[src/design/rrs_pkg.sv]
// shared types and codes for the round-robin thread scheduler
`timescale 1ns / 1ps

package rrs_pkg;

	localparam int ID_W            = 4;
	localparam int QLEN_W          = 5;
	localparam int MAX_THREADS_DEF = 16;

	localparam logic [1:0] CMD_ADMIT  = 2'd0;
	localparam logic [1:0] CMD_REMOVE = 2'd1;
	localparam logic [1:0] CMD_NEXT   = 2'd2;
	localparam logic [1:0] CMD_EXIT   = 2'd3;

	localparam logic [1:0] ST_OK      = 2'd0;
	localparam logic [1:0] ST_PRESENT = 2'd1;
	localparam logic [1:0] ST_ABSENT  = 2'd2;

	typedef struct packed {
		logic [1:0]      cmd;
		logic [ID_W-1:0] thread_id;
	} rrs_req_t;

	typedef struct packed {
		logic [ID_W-1:0]   chosen_thread;
		logic              chosen_valid;
		logic [1:0]        status;
		logic [QLEN_W-1:0] queue_length;
	} rrs_rsp_t;

endpackage

[src/design/rrs_stream_if.sv]
// valid/ready stream interface carrying one payload per beat
`timescale 1ns / 1ps

interface rrs_stream_if #(parameter type payload_t = logic);
	logic     valid;
	logic     ready;
	payload_t data;

	modport source (output valid, output data, input ready);
	modport sink   (input valid, input data, output ready);
endinterface

[src/design/round_robin_thread_scheduler.sv]
// round-robin thread scheduler: ring of slots walked by one sequencer
//
// req carries one command per beat (admit, remove, pick next, mark exited)
// and a 4-bit slot number; rsp returns one beat per command with the slot
// picked, a found flag, a status code and the queue length after the step.
// The links live in two small memories with registered reads; the ring is
// walked one link per cycle.
// Every command ends with a queue length sweep over NSLOT slots, where
// NSLOT is min(MAX_THREADS, 16); before it, pick next walks k links of
// the ring, where k is at most MAX_THREADS.
// One command is in flight at a time; req.ready is high only while the
// sequencer is idle. The result waits in an output register, so the next
// command is taken while rsp is stalled; that command then holds in its
// last step until the register is free.
// Reset empties the ring, clears all marks and the head, and drops any
// pending rsp beat. The link memories need no clearing.
`timescale 1ns / 1ps

module round_robin_thread_scheduler
	import rrs_pkg::*;
#(
	parameter int MAX_THREADS = MAX_THREADS_DEF
) (
	input  logic         clk,
	input  logic         arst_n,
	rrs_stream_if.sink   req,
	rrs_stream_if.source rsp
);

	localparam int IDX_W  = $clog2(MAX_THREADS);
	localparam int STEP_W = $clog2(MAX_THREADS + 1);
	localparam int NSLOT  = (MAX_THREADS < (1 << ID_W)) ? MAX_THREADS : (1 << ID_W);
	localparam int SLOT_W = $clog2(NSLOT);

	localparam logic [3:0] S_IDLE     = 4'd0;
	localparam logic [3:0] S_DECODE   = 4'd1;
	localparam logic [3:0] S_PICK     = 4'd2;
	localparam logic [3:0] S_ADM_TAIL = 4'd3;
	localparam logic [3:0] S_ADM_LINK = 4'd4;
	localparam logic [3:0] S_REM_LINK = 4'd5;
	localparam logic [3:0] S_COUNT    = 4'd6;
	localparam logic [3:0] S_DONE     = 4'd7;

	logic [3:0] state_q;

	logic [IDX_W-1:0] link_fwd [MAX_THREADS];
	logic [IDX_W-1:0] link_bwd [MAX_THREADS];
	logic [IDX_W-1:0] fwd_rd_q, bwd_rd_q;
	logic [IDX_W-1:0] fwd_raddr, bwd_raddr;
	logic             fwd_we, bwd_we;
	logic [IDX_W-1:0] fwd_waddr, fwd_wdata, bwd_waddr, bwd_wdata;

	logic [MAX_THREADS-1:0] member_q, exited_q;
	logic [IDX_W-1:0]       head_q;
	logic                   nonempty_q;

	logic [1:0]        cmd_q;
	logic [ID_W-1:0]   id_q;
	logic [IDX_W-1:0]  idx;
	logic              id_ok;
	logic [IDX_W-1:0]  tail_q;
	logic [STEP_W-1:0] steps_q;
	logic [SLOT_W-1:0] slot_q;
	logic [IDX_W-1:0]  slot_idx;
	logic [QLEN_W-1:0] qlen_q;
	logic [ID_W-1:0]   chosen_q;
	logic              found_q;
	logic [1:0]        status_q;

	logic     rsp_valid_q;
	rrs_rsp_t rsp_data_q;
	logic     rsp_load;

	assign idx      = IDX_W'(id_q);
	assign id_ok    = (32'(id_q) < 32'(MAX_THREADS));
	assign slot_idx = IDX_W'(slot_q);

	assign req.ready = (state_q == S_IDLE);
	assign rsp.valid = rsp_valid_q;
	assign rsp.data  = rsp_data_q;
	assign rsp_load  = (state_q == S_DONE) && (!rsp_valid_q || rsp.ready);

	// link memory ports
	always_comb begin
		fwd_raddr = head_q;
		bwd_raddr = head_q;
		fwd_we    = 1'b0;
		bwd_we    = 1'b0;
		fwd_waddr = idx;
		fwd_wdata = idx;
		bwd_waddr = idx;
		bwd_wdata = idx;
		case (state_q)
			S_DECODE: begin
				if (cmd_q == CMD_REMOVE) begin
					fwd_raddr = idx;
					bwd_raddr = idx;
				end
				if (cmd_q == CMD_ADMIT && id_ok && !member_q[idx] && !nonempty_q) begin
					fwd_we = 1'b1;
					bwd_we = 1'b1;
				end
			end
			S_PICK: begin
				// follow the link just read so the walk goes one slot a cycle
				fwd_raddr = fwd_rd_q;
			end
			S_ADM_TAIL: begin
				fwd_we    = 1'b1;
				fwd_wdata = head_q;
				bwd_we    = 1'b1;
				bwd_wdata = bwd_rd_q;
			end
			S_ADM_LINK: begin
				fwd_we    = 1'b1;
				fwd_waddr = tail_q;
				bwd_we    = 1'b1;
				bwd_waddr = head_q;
			end
			S_REM_LINK: begin
				if (fwd_rd_q != idx) begin
					fwd_we    = 1'b1;
					fwd_waddr = bwd_rd_q;
					fwd_wdata = fwd_rd_q;
					bwd_we    = 1'b1;
					bwd_waddr = fwd_rd_q;
					bwd_wdata = bwd_rd_q;
				end
			end
			default: begin
			end
		endcase
	end

	always_ff @(posedge clk) begin
		if (fwd_we)
			link_fwd[fwd_waddr] <= fwd_wdata;
		if (bwd_we)
			link_bwd[bwd_waddr] <= bwd_wdata;
		fwd_rd_q <= link_fwd[fwd_raddr];
		bwd_rd_q <= link_bwd[bwd_raddr];
	end

	always_ff @(posedge clk) begin
		if (req.valid && req.ready) begin
			cmd_q <= req.data.cmd;
			id_q  <= req.data.thread_id;
		end
		if (rsp_load) begin
			rsp_data_q.chosen_thread <= chosen_q;
			rsp_data_q.chosen_valid  <= found_q;
			rsp_data_q.status        <= status_q;
			rsp_data_q.queue_length  <= qlen_q;
		end
		case (state_q)
			S_DECODE: begin
				chosen_q <= '0;
				found_q  <= 1'b0;
				status_q <= ST_OK;
				steps_q  <= '0;
				slot_q   <= '0;
				qlen_q   <= '0;
				if (cmd_q != CMD_NEXT && !id_ok)
					status_q <= ST_ABSENT;
				else if (cmd_q == CMD_ADMIT && member_q[idx])
					status_q <= ST_PRESENT;
				else if (cmd_q == CMD_REMOVE && (!member_q[idx] || !nonempty_q))
					status_q <= ST_ABSENT;
			end
			S_PICK: begin
				steps_q <= steps_q + STEP_W'(1);
				if (!exited_q[fwd_rd_q]) begin
					chosen_q <= ID_W'(fwd_rd_q);
					found_q  <= 1'b1;
				end
			end
			S_ADM_TAIL:
				tail_q <= bwd_rd_q;
			S_COUNT: begin
				slot_q <= slot_q + SLOT_W'(1);
				// the head counts even when it has exited
				if (member_q[slot_idx] && (!exited_q[slot_idx] || slot_idx == head_q))
					qlen_q <= qlen_q + QLEN_W'(1);
			end
			default: begin
			end
		endcase
	end

	always_ff @(posedge clk or negedge arst_n) begin
		if (!arst_n) begin
			state_q     <= S_IDLE;
			member_q    <= '0;
			exited_q    <= '0;
			head_q      <= '0;
			nonempty_q  <= 1'b0;
			rsp_valid_q <= 1'b0;
		end else begin
			if (rsp_load)
				rsp_valid_q <= 1'b1;
			else if (rsp.ready)
				rsp_valid_q <= 1'b0;
			case (state_q)
				S_IDLE: begin
					if (req.valid)
						state_q <= S_DECODE;
				end
				S_DECODE: begin
					state_q <= S_COUNT;
					case (cmd_q)
						CMD_NEXT: begin
							if (nonempty_q)
								state_q <= S_PICK;
						end
						CMD_ADMIT: begin
							if (id_ok && !member_q[idx]) begin
								if (nonempty_q) begin
									state_q <= S_ADM_TAIL;
								end else begin
									head_q       <= idx;
									nonempty_q   <= 1'b1;
									member_q[idx] <= 1'b1;
									exited_q[idx] <= 1'b0;
								end
							end
						end
						CMD_REMOVE: begin
							if (id_ok && member_q[idx] && nonempty_q)
								state_q <= S_REM_LINK;
						end
						CMD_EXIT: begin
							if (id_ok)
								exited_q[idx] <= 1'b1;
						end
						default: begin
						end
					endcase
				end
				S_PICK: begin
					if (!exited_q[fwd_rd_q]) begin
						head_q  <= fwd_rd_q;
						state_q <= S_COUNT;
					end else if (fwd_rd_q == head_q || steps_q >= STEP_W'(MAX_THREADS)) begin
						state_q <= S_COUNT;
					end
				end
				S_ADM_TAIL:
					state_q <= S_ADM_LINK;
				S_ADM_LINK: begin
					member_q[idx] <= 1'b1;
					exited_q[idx] <= 1'b0;
					state_q       <= S_COUNT;
				end
				S_REM_LINK: begin
					member_q[idx] <= 1'b0;
					if (fwd_rd_q == idx) begin
						nonempty_q <= 1'b0;
						head_q     <= '0;
					end else if (head_q == idx) begin
						head_q <= fwd_rd_q;
					end
					state_q <= S_COUNT;
				end
				S_COUNT: begin
					if (slot_q == SLOT_W'(NSLOT - 1))
						state_q <= S_DONE;
				end
				S_DONE: begin
					if (rsp_load)
						state_q <= S_IDLE;
				end
				default:
					state_q <= S_IDLE;
			endcase
		end
	end

	// ring flag tracks membership
	a_nonempty_members: assert property (@(posedge clk) disable iff (!arst_n)
		nonempty_q == (|member_q))
		else $error("ring flag disagrees with member marks");

	// head is always a member of a non-empty ring
	a_head_member: assert property (@(posedge clk) disable iff (!arst_n)
		nonempty_q |-> member_q[head_q])
		else $error("head is not a ring member");

	// the walk never runs past the bound
	a_walk_bound: assert property (@(posedge clk) disable iff (!arst_n)
		(state_q == S_PICK) |-> (steps_q <= STEP_W'(MAX_THREADS)))
		else $error("pick walk exceeded slot count");

	// an accepted beat starts decoding in the next cycle
	a_accept_decode: assert property (@(posedge clk) disable iff (!arst_n)
		(req.valid && req.ready) |=> (state_q == S_DECODE))
		else $error("accepted beat not decoded");

endmodule

[src/flat_wrapper.sv]
// flat-port wrapper written by rule: the top's interface ports become plain ports
module round_robin_thread_scheduler_flat import rrs_pkg::*;
#(
	parameter int MAX_THREADS = MAX_THREADS_DEF
)
  (clk, arst_n, req_valid, req_data, req_ready, rsp_valid, rsp_data, rsp_ready);
  rrs_stream_if #(.payload_t(rrs_req_t)) req_i ();
  rrs_stream_if #(.payload_t(rrs_rsp_t)) rsp_i ();
  input  logic clk;
  input  logic arst_n;
  input wire logic [$bits(req_i.valid)-1:0] req_valid;
  input wire logic [$bits(req_i.data)-1:0] req_data;
  output wire logic [$bits(req_i.ready)-1:0] req_ready;
  output wire logic [$bits(rsp_i.valid)-1:0] rsp_valid;
  output wire logic [$bits(rsp_i.data)-1:0] rsp_data;
  input wire logic [$bits(rsp_i.ready)-1:0] rsp_ready;
  assign req_i.valid = req_valid;
  assign req_i.data = req_data;
  assign req_ready = req_i.ready;
  assign rsp_valid = rsp_i.valid;
  assign rsp_data = rsp_i.data;
  assign rsp_i.ready = rsp_ready;
  round_robin_thread_scheduler #(.MAX_THREADS(MAX_THREADS)) u_core (.clk(clk), .arst_n(arst_n), .req(req_i), .rsp(rsp_i));
endmodule
[config.mk]
export PLATFORM = sky130hd
export DESIGN_NAME = round_robin_thread_scheduler_flat
export DESIGN_NICKNAME = d
export VERILOG_FILES = /design/src/design/rrs_pkg.sv /design/src/design/rrs_stream_if.sv /design/src/design/round_robin_thread_scheduler.sv /design/src/flat_wrapper.sv
export SDC_FILE = /design/constraint.sdc
export NUM_CORES = 1
export LEC_CHECK = 0
export BUFFER_PORTS_ARGS = -buffer_cell sky130_fd_sc_hd__buf_2
export CAP_MARGIN = 20
export CORE_AREA = 2 2 156 158
export DETAILED_ROUTE_END_ITERATION = 6
export DIE_AREA = 0 0 158 160
export SLEW_MARGIN = 20
export SYNTH_ARGS = -nofsm -noshare
export SYNTH_HDL_FRONTEND = slang
export SYNTH_SLANG_ARGS = --single-unit
[constraint.sdc]
create_clock -name clk -period 3.2 [get_ports clk]
set_input_delay 0.64 -clock clk [delete_from_list [all_inputs] [get_ports clk]]
set_output_delay 0.64 -clock clk [all_outputs]
set_load 0.005 [all_outputs]
==> results.cfg, run 1 <==
[route]
drt_pass1_iterations = 7
wl_met1_um = 10900
dr_wl_met3_um = 1470
wirelength_um = 25400
num_vias = 7066
detail_route.iter0.violations = 569
vias_per_cell = 5.96
routedWlPerCell_um = 21.5
route.met2.wl_um = 12200
topRoutingLayerUsed = met4
drtAntennaViolNets = 0
drc = 0

[sta]
period_minus_slack_ns = 3.07
hold_violations = 9
clock_skew_ns = 0.0212
tightest_slew_ns = 0.957
worst_hold_slack_ns = -0.00413
setup_viol = 0
rsz0062_at_grt = false
fmax_mhz = 326
relSlewSlack_pct = 36.0
min_period_over_period_pct = 96.0
maxSlewViolCount = 0
setup_tns_ns = 0

[floorplanning]
core_area_um2 = 23800
io_pins = 24
die_area_um2 = 25300
dieWidth_um = 158
dieHeight_um = 160
start_util_pct = 44.0
num_rows = 57

[clocking]
cts_inserted_buffers = 25
clockRootBuffer = clkbuf_16
clkLatencyLatePin_ns = 0.53
post_cts_buffers = 0
cts_tree = yes
clock-sinks = 220
cts.path.max_buffers = 3
postCtsHoldBufs = 0
post_cts_resized = 0
cts_max_level = 1
path_clk_slew_ns = 0.06

[critical_path]
crit_type = flip-flop to flip-flop
cp-end-kind = flip-flop
cp.arrival_ns = 3.47
cp.required_ns = 3.60
cp-start-kind = flip-flop
path_max_fanout = 32

[synth]
yosys.area_share.simple_pct = 11.6
synth_cells = 816
synth.distinct_cells = 76
async_reset_ff_share_pct = 18.6
synthAdderAreaFrac_pct = 0.358
synth_top_family_by_area = compound AO/OA/AOI/OAI gates
syn-num-nets = 829
yosys_warnings = 0
synth_area_per_cell_um2 = 12.8
synth-xor-area-share_pct = 2.09
synth-main-ff-cell = edfxtp_1
synth_compound_area_share_pct = 12.8
syn_area_um2 = 10500
synthMuxAreaShare_pct = 9.40
synth_edf_count = 171
yosysSeqAreaShare_pct = 60.4
synth_seq_cells = 220

[place]
port_buffers = 23
dp.final_hpwl_um = 17700
post_dp_cell_area_um2 = 11000
gp_congestion = 0.907
placedCellCount = 1138

[cells_and_area]
final_cell_mix = 171 x edfxtp_1, 71 x nand2_1, 68 x nor2_1
num_antenna_cells = 0
layout-area-overhead-vs-synth_pct = 12.7
instances_no_fill = 1185
nets = 855
drive_gt1_share_pct = 17.1
layout_commonest_cell = edfxtp_1
postLayoutCellArea_um2 = 11800

[run]
drv_cap = 0

[pwr]
vdd_drop_max_mv = 0.398
power.density_nw_per_um2 = 787
p_leak_nw = 4.23

[grt]
grt_max_degree = 42
grt-ovfl-total = 0
grt_pass1_vias = 7166
grt_pass1_wl_um = 40100
grt_usage_pct = 20.4
antenna_found_initial = 0

[min_path]
min_path_type = input pin to asynchronous set/reset pin

[outcome]
violations = hold timing
status = finished, violations left
cell families after synthesis:
logic type,after synthesis
compound gates,175
buf+inv,71
flops,220
simple gates,247
mux,75
fa+ha+maj,3
xor+xnor,25
worst paths after layout:
check,slack (ns),to,from,cells after the start
max in group asynchronous,2.72,u_core.state_q[2],arst_n,2
worst max register to register,0.13,u_core.bwd_rd_q[1],u_core.cmd_q[1],6
min in group clk,0.29,u_core.id_q[1],req_data[1],1
worst min-delay path,-0.004,asynchronous set/reset pin,arst_n,1
worst min register to register,0.41,u_core.rsp.data[7],u_core.found_q,0
worst max-delay path,0.13,u_core.bwd_rd_q[1],u_core.cmd_q[1],6
layout make-up:
type	instances	area, um2
Multi-Input combinational cell	525	3800
Timing Repair Buffer	58	403
Sequential cell	220	6320
Inverter	12	47.5
Clock buffer	30	654
Tap cell	324	405
Fill cell	2101	12000
Clock inverter	16	170
where the power goes:
group / leakage (nW) / switching [mW] / internal [mW]
clock: 0.398 / 1.13 / 1.71
sequential: 2.16 / 0.382 / 3.44
combinational: 1.67 / 1.48 / 1.15
worst max-delay path, cell delays in order (launching register included):
cell and delay, ns:
edfxtp_1 0.48, nor2b_1 0.64, and3_4 0.33, a21o_4 0.30
mux2_2 0.39, o221a_2 0.26, or4_1 0.53
per-stage QoR:
step                      hold WS [ns]  util (%)  power [mW]  setup slack [ns]
after floorplan                  0.344         -        5.73             0.661
after global placement           0.404      46.0        6.39             0.313
after detailed placement         0.405      46.0        6.47             0.135
after CTS                        0.277      49.4        9.31             0.107
after global routing           0.00671      49.5        9.72            0.0280
final                         -0.00413      49.5        9.29             0.129
cell usage after synthesis (all sizes together) (5+ instances only):
| library cell | n | share of area [%] |
|---|---|---|
| edfxtp | 171 | 49 |
| o221a | 8 | 0.86 |
| o21ai | 14 | 0.70 |
| mux2i | 44 | 4.2 |
| nand3b | 7 | 0.50 |
| nor2 | 69 | 2.5 |
| o22ai | 19 | 1.1 |
| buf | 23 | 1.6 |
| and2 | 19 | 1.1 |
| xnor2 | 15 | 1.3 |
| mux2 | 15 | 1.8 |
| o2bb2ai | 10 | 0.84 |
| dfxtp | 8 | 1.5 |
| and3 | 5 | 0.35 |
| a22oi | 11 | 0.79 |
| nand2 | 72 | 2.7 |
| xor2 | 10 | 0.84 |
| clkbuf | 36 | 1.3 |
| a221oi | 8 | 0.67 |
| a211o | 5 | 0.42 |
| nor2b | 18 | 1.1 |
| or4 | 8 | 0.57 |
| a21oi | 19 | 0.91 |
| mux4 | 16 | 3.4 |
| a311oi | 9 | 0.75 |
| a31oi | 21 | 1.3 |
| nand2b | 5 | 0.32 |
| a22o | 8 | 0.67 |
| dfrtp | 41 | 9.8 |
| inv | 12 | 0.45 |
| a21o | 11 | 0.86 |
| nand3 | 22 | 1.1 |
routing by layer:
layer,GRT usage (%),vias to the layer above
li1,-,3174
met1,28.4,3562
met2,32.5,266
met3,2.66,64
met4,7.78,0
met5,0,-
No activity file was read; power rests on OpenSTA's default activity.
==> run 2, diff against run 1 <==
--- a/config.mk
+++ b/config.mk
@@ -10,6 +10,7 @@
 export CORE_AREA = 2 2 156 158
 export DETAILED_ROUTE_END_ITERATION = 6
 export DIE_AREA = 0 0 158 160
+export HOLD_SLACK_MARGIN = 0.1
 export SLEW_MARGIN = 20
 export SYNTH_ARGS = -nofsm -noshare
 export SYNTH_HDL_FRONTEND = slang
==> run 2 against run 1 <==
Count of clock-buffer cells in the layout unchanged. Register-to-register slack barely moved. The run now ends clean. Power hardly changed. Highest routed layer unchanged. Critical endpoint unchanged. Worst setup slack lost 0.0064 ns. Sequential power is essentially flat. Via count shrank 0.18%. Wire length fell by 0.13%. Largest power group unchanged. Non-clock buffer count rose by 1. Utilization hardly changed. Sequential cell count unchanged. Sequential share of layout area hardly changed.
==> results.cfg, run 2 (synthesis results as in run 1) <==
[place]
port_buffers = 23
post_dp_cell_area_um2 = 11000
dp.final_hpwl_um = 17700
post-place-ws_ns = 0.135
gp_congestion = 0.907

[floorplanning]
num_rows = 57
die_area_um2 = 25300
core_area_um2 = 23800
start_util_pct = 44.0
dieWidth_um = 158
io_pins = 24
dieHeight_um = 160

[cells_and_area]
multiInputGateArea_um2 = 3800
nets = 856
layout_commonest_cell = edfxtp_1
regArea_um2 = 6320
drive_gt1_share_pct = 17.1
nFillCells = 2102
final_cell_mix = 171 x edfxtp_1, 71 x nand2_1, 68 x nor2_1
num_antenna_cells = 0
postLayoutCellArea_um2 = 11800
post-route-util_pct = 49.6
layout-area-overhead-vs-synth_pct = 12.8

[critical_path]
crit_type = flip-flop to flip-flop
cp.arrival_ns = 3.47
cp-end-kind = flip-flop
cp-start-kind = flip-flop
path_max_fanout = 32
cp.required_ns = 3.60

[route]
num_vias = 7053
drt_pass1_iterations = 7
drtAntennaViolNets = 0
drc = 0
vias_per_cell = 5.95
wirelength_um = 25400
routedWlPerCell_um = 21.4
detail_route.iter0.violations = 558

[pwr]
power_mw = 9.28
power.density_nw_per_um2 = 786
p_leak_nw = 4.23
vdd_drop_max_mv = 0.400

[grt]
grt_pass1_vias = 7166
grt_usage_pct = 20.4
grt_pass1_wl_um = 40100
grt-ovfl-total = 0
antenna_found_initial = 0
grt_max_degree = 42

[sta]
min_period_over_period_pct = 96.2
setup_slack_ns = 0.123
hold_violations = 0
maxSlewViolCount = 0
relSlewSlack_pct = 36.6
period_minus_slack_ns = 3.08
fmax_mhz = 325
setup_tns_ns = 0
clock_skew_ns = 0.0236
rsz0062_at_grt = false
tightest_slew_ns = 0.948
setup_viol = 0

[min_path]
min_path_type = input pin to flip-flop

[clocking]
path_clk_slew_ns = 0.06
post_cts_buffers = 0
cts_tree = yes
cts.path.max_buffers = 3
clkLatencyLatePin_ns = 0.53
cts_inserted_buffers = 25
clock-sinks = 220
clockRootBuffer = clkbuf_16
cts_max_level = 1

[outcome]
status = completed

[run]
drv_cap = 0
## run 2: cell count changes in the layout (fill, tap and decap cells not counted)
cell	delta
dlygate4sd3_1	+1
## run 2: critical path, cell delays in order, from the launching register on
cell and delay (ns):
edfxtp_1 0.47, nor2b_1 0.65, and3_4 0.33, a21o_4 0.30, mux2_2 0.39, o221a_2 0.26, or4_1 0.53
## run 2: power breakdown
part | total, mW | leakage, nW | switching [mW] | internal [mW]
clock network | 2.83 | 0.398 | 1.13 | 1.71
registers | 3.82 | 2.16 | 0.383 | 3.44
logic | 2.62 | 1.68 | 1.47 | 1.15
## run 2: what timing repair did
| item | CTS | global route |
|---|---|---|
| hold buffers | 0 | 1 |
| endpoints found under the hold margin | 0 | 11 |
| resized for setup | 0 | 0 |
## run 2: worst paths after layout
kind                                 start  slack (ns)                         end  cells past startpoint
setup / recovery           u_core.cmd_q[1]        0.12          u_core.bwd_rd_q[1]                      6
hold / removal                 req_data[1]        0.29              u_core.id_q[1]                      1
setup reg to reg           u_core.cmd_q[1]        0.12          u_core.bwd_rd_q[1]                      6
hold reg to reg             u_core.found_q        0.41          u_core.rsp.data[7]                      0
max in group asynchronous           arst_n        2.19           u_core.state_q[2]                      3
min in group asynchronous           arst_n        0.53  asynchronous set/reset pin                      2
## run 2: cell type report
| type | instances | share of cell area (%) |
|---|---|---|
| inverters | 12 | 0.403 |
| clock buffers | 30 | 5.54 |
| multi-input cells | 525 | 32.2 |
| flip-flops and latches | 220 | 53.5 |
| repair buffers | 59 | 3.50 |
| well taps | 324 | 3.43 |
| clock inverters | 16 | 1.44 |
## run 2: through the flow
| step | hold WS, ns | cells |
|---|---|---|
| floorplan | 0.344 | 816 |
| global placement | 0.404 | 1138 |
| detailed placement | 0.405 | 1138 |
| CTS | 0.277 | 1184 |
| global route | 0.278 | 1186 |
| finish | 0.292 | 1186 |
## run 2: per-layer routing
| metal | up-vias | GRT usage, % | wire (um) |
|---|---|---|---|
| met5 | - | 0 | 0 |
| met4 | 0 | 7.78 | 885 |
| met3 | 69 | 2.66 | 1520 |
| met2 | 268 | 32.5 | 12100 |
| met1 | 3531 | 28.4 | 10900 |
| li1 | 3185 | - | - |
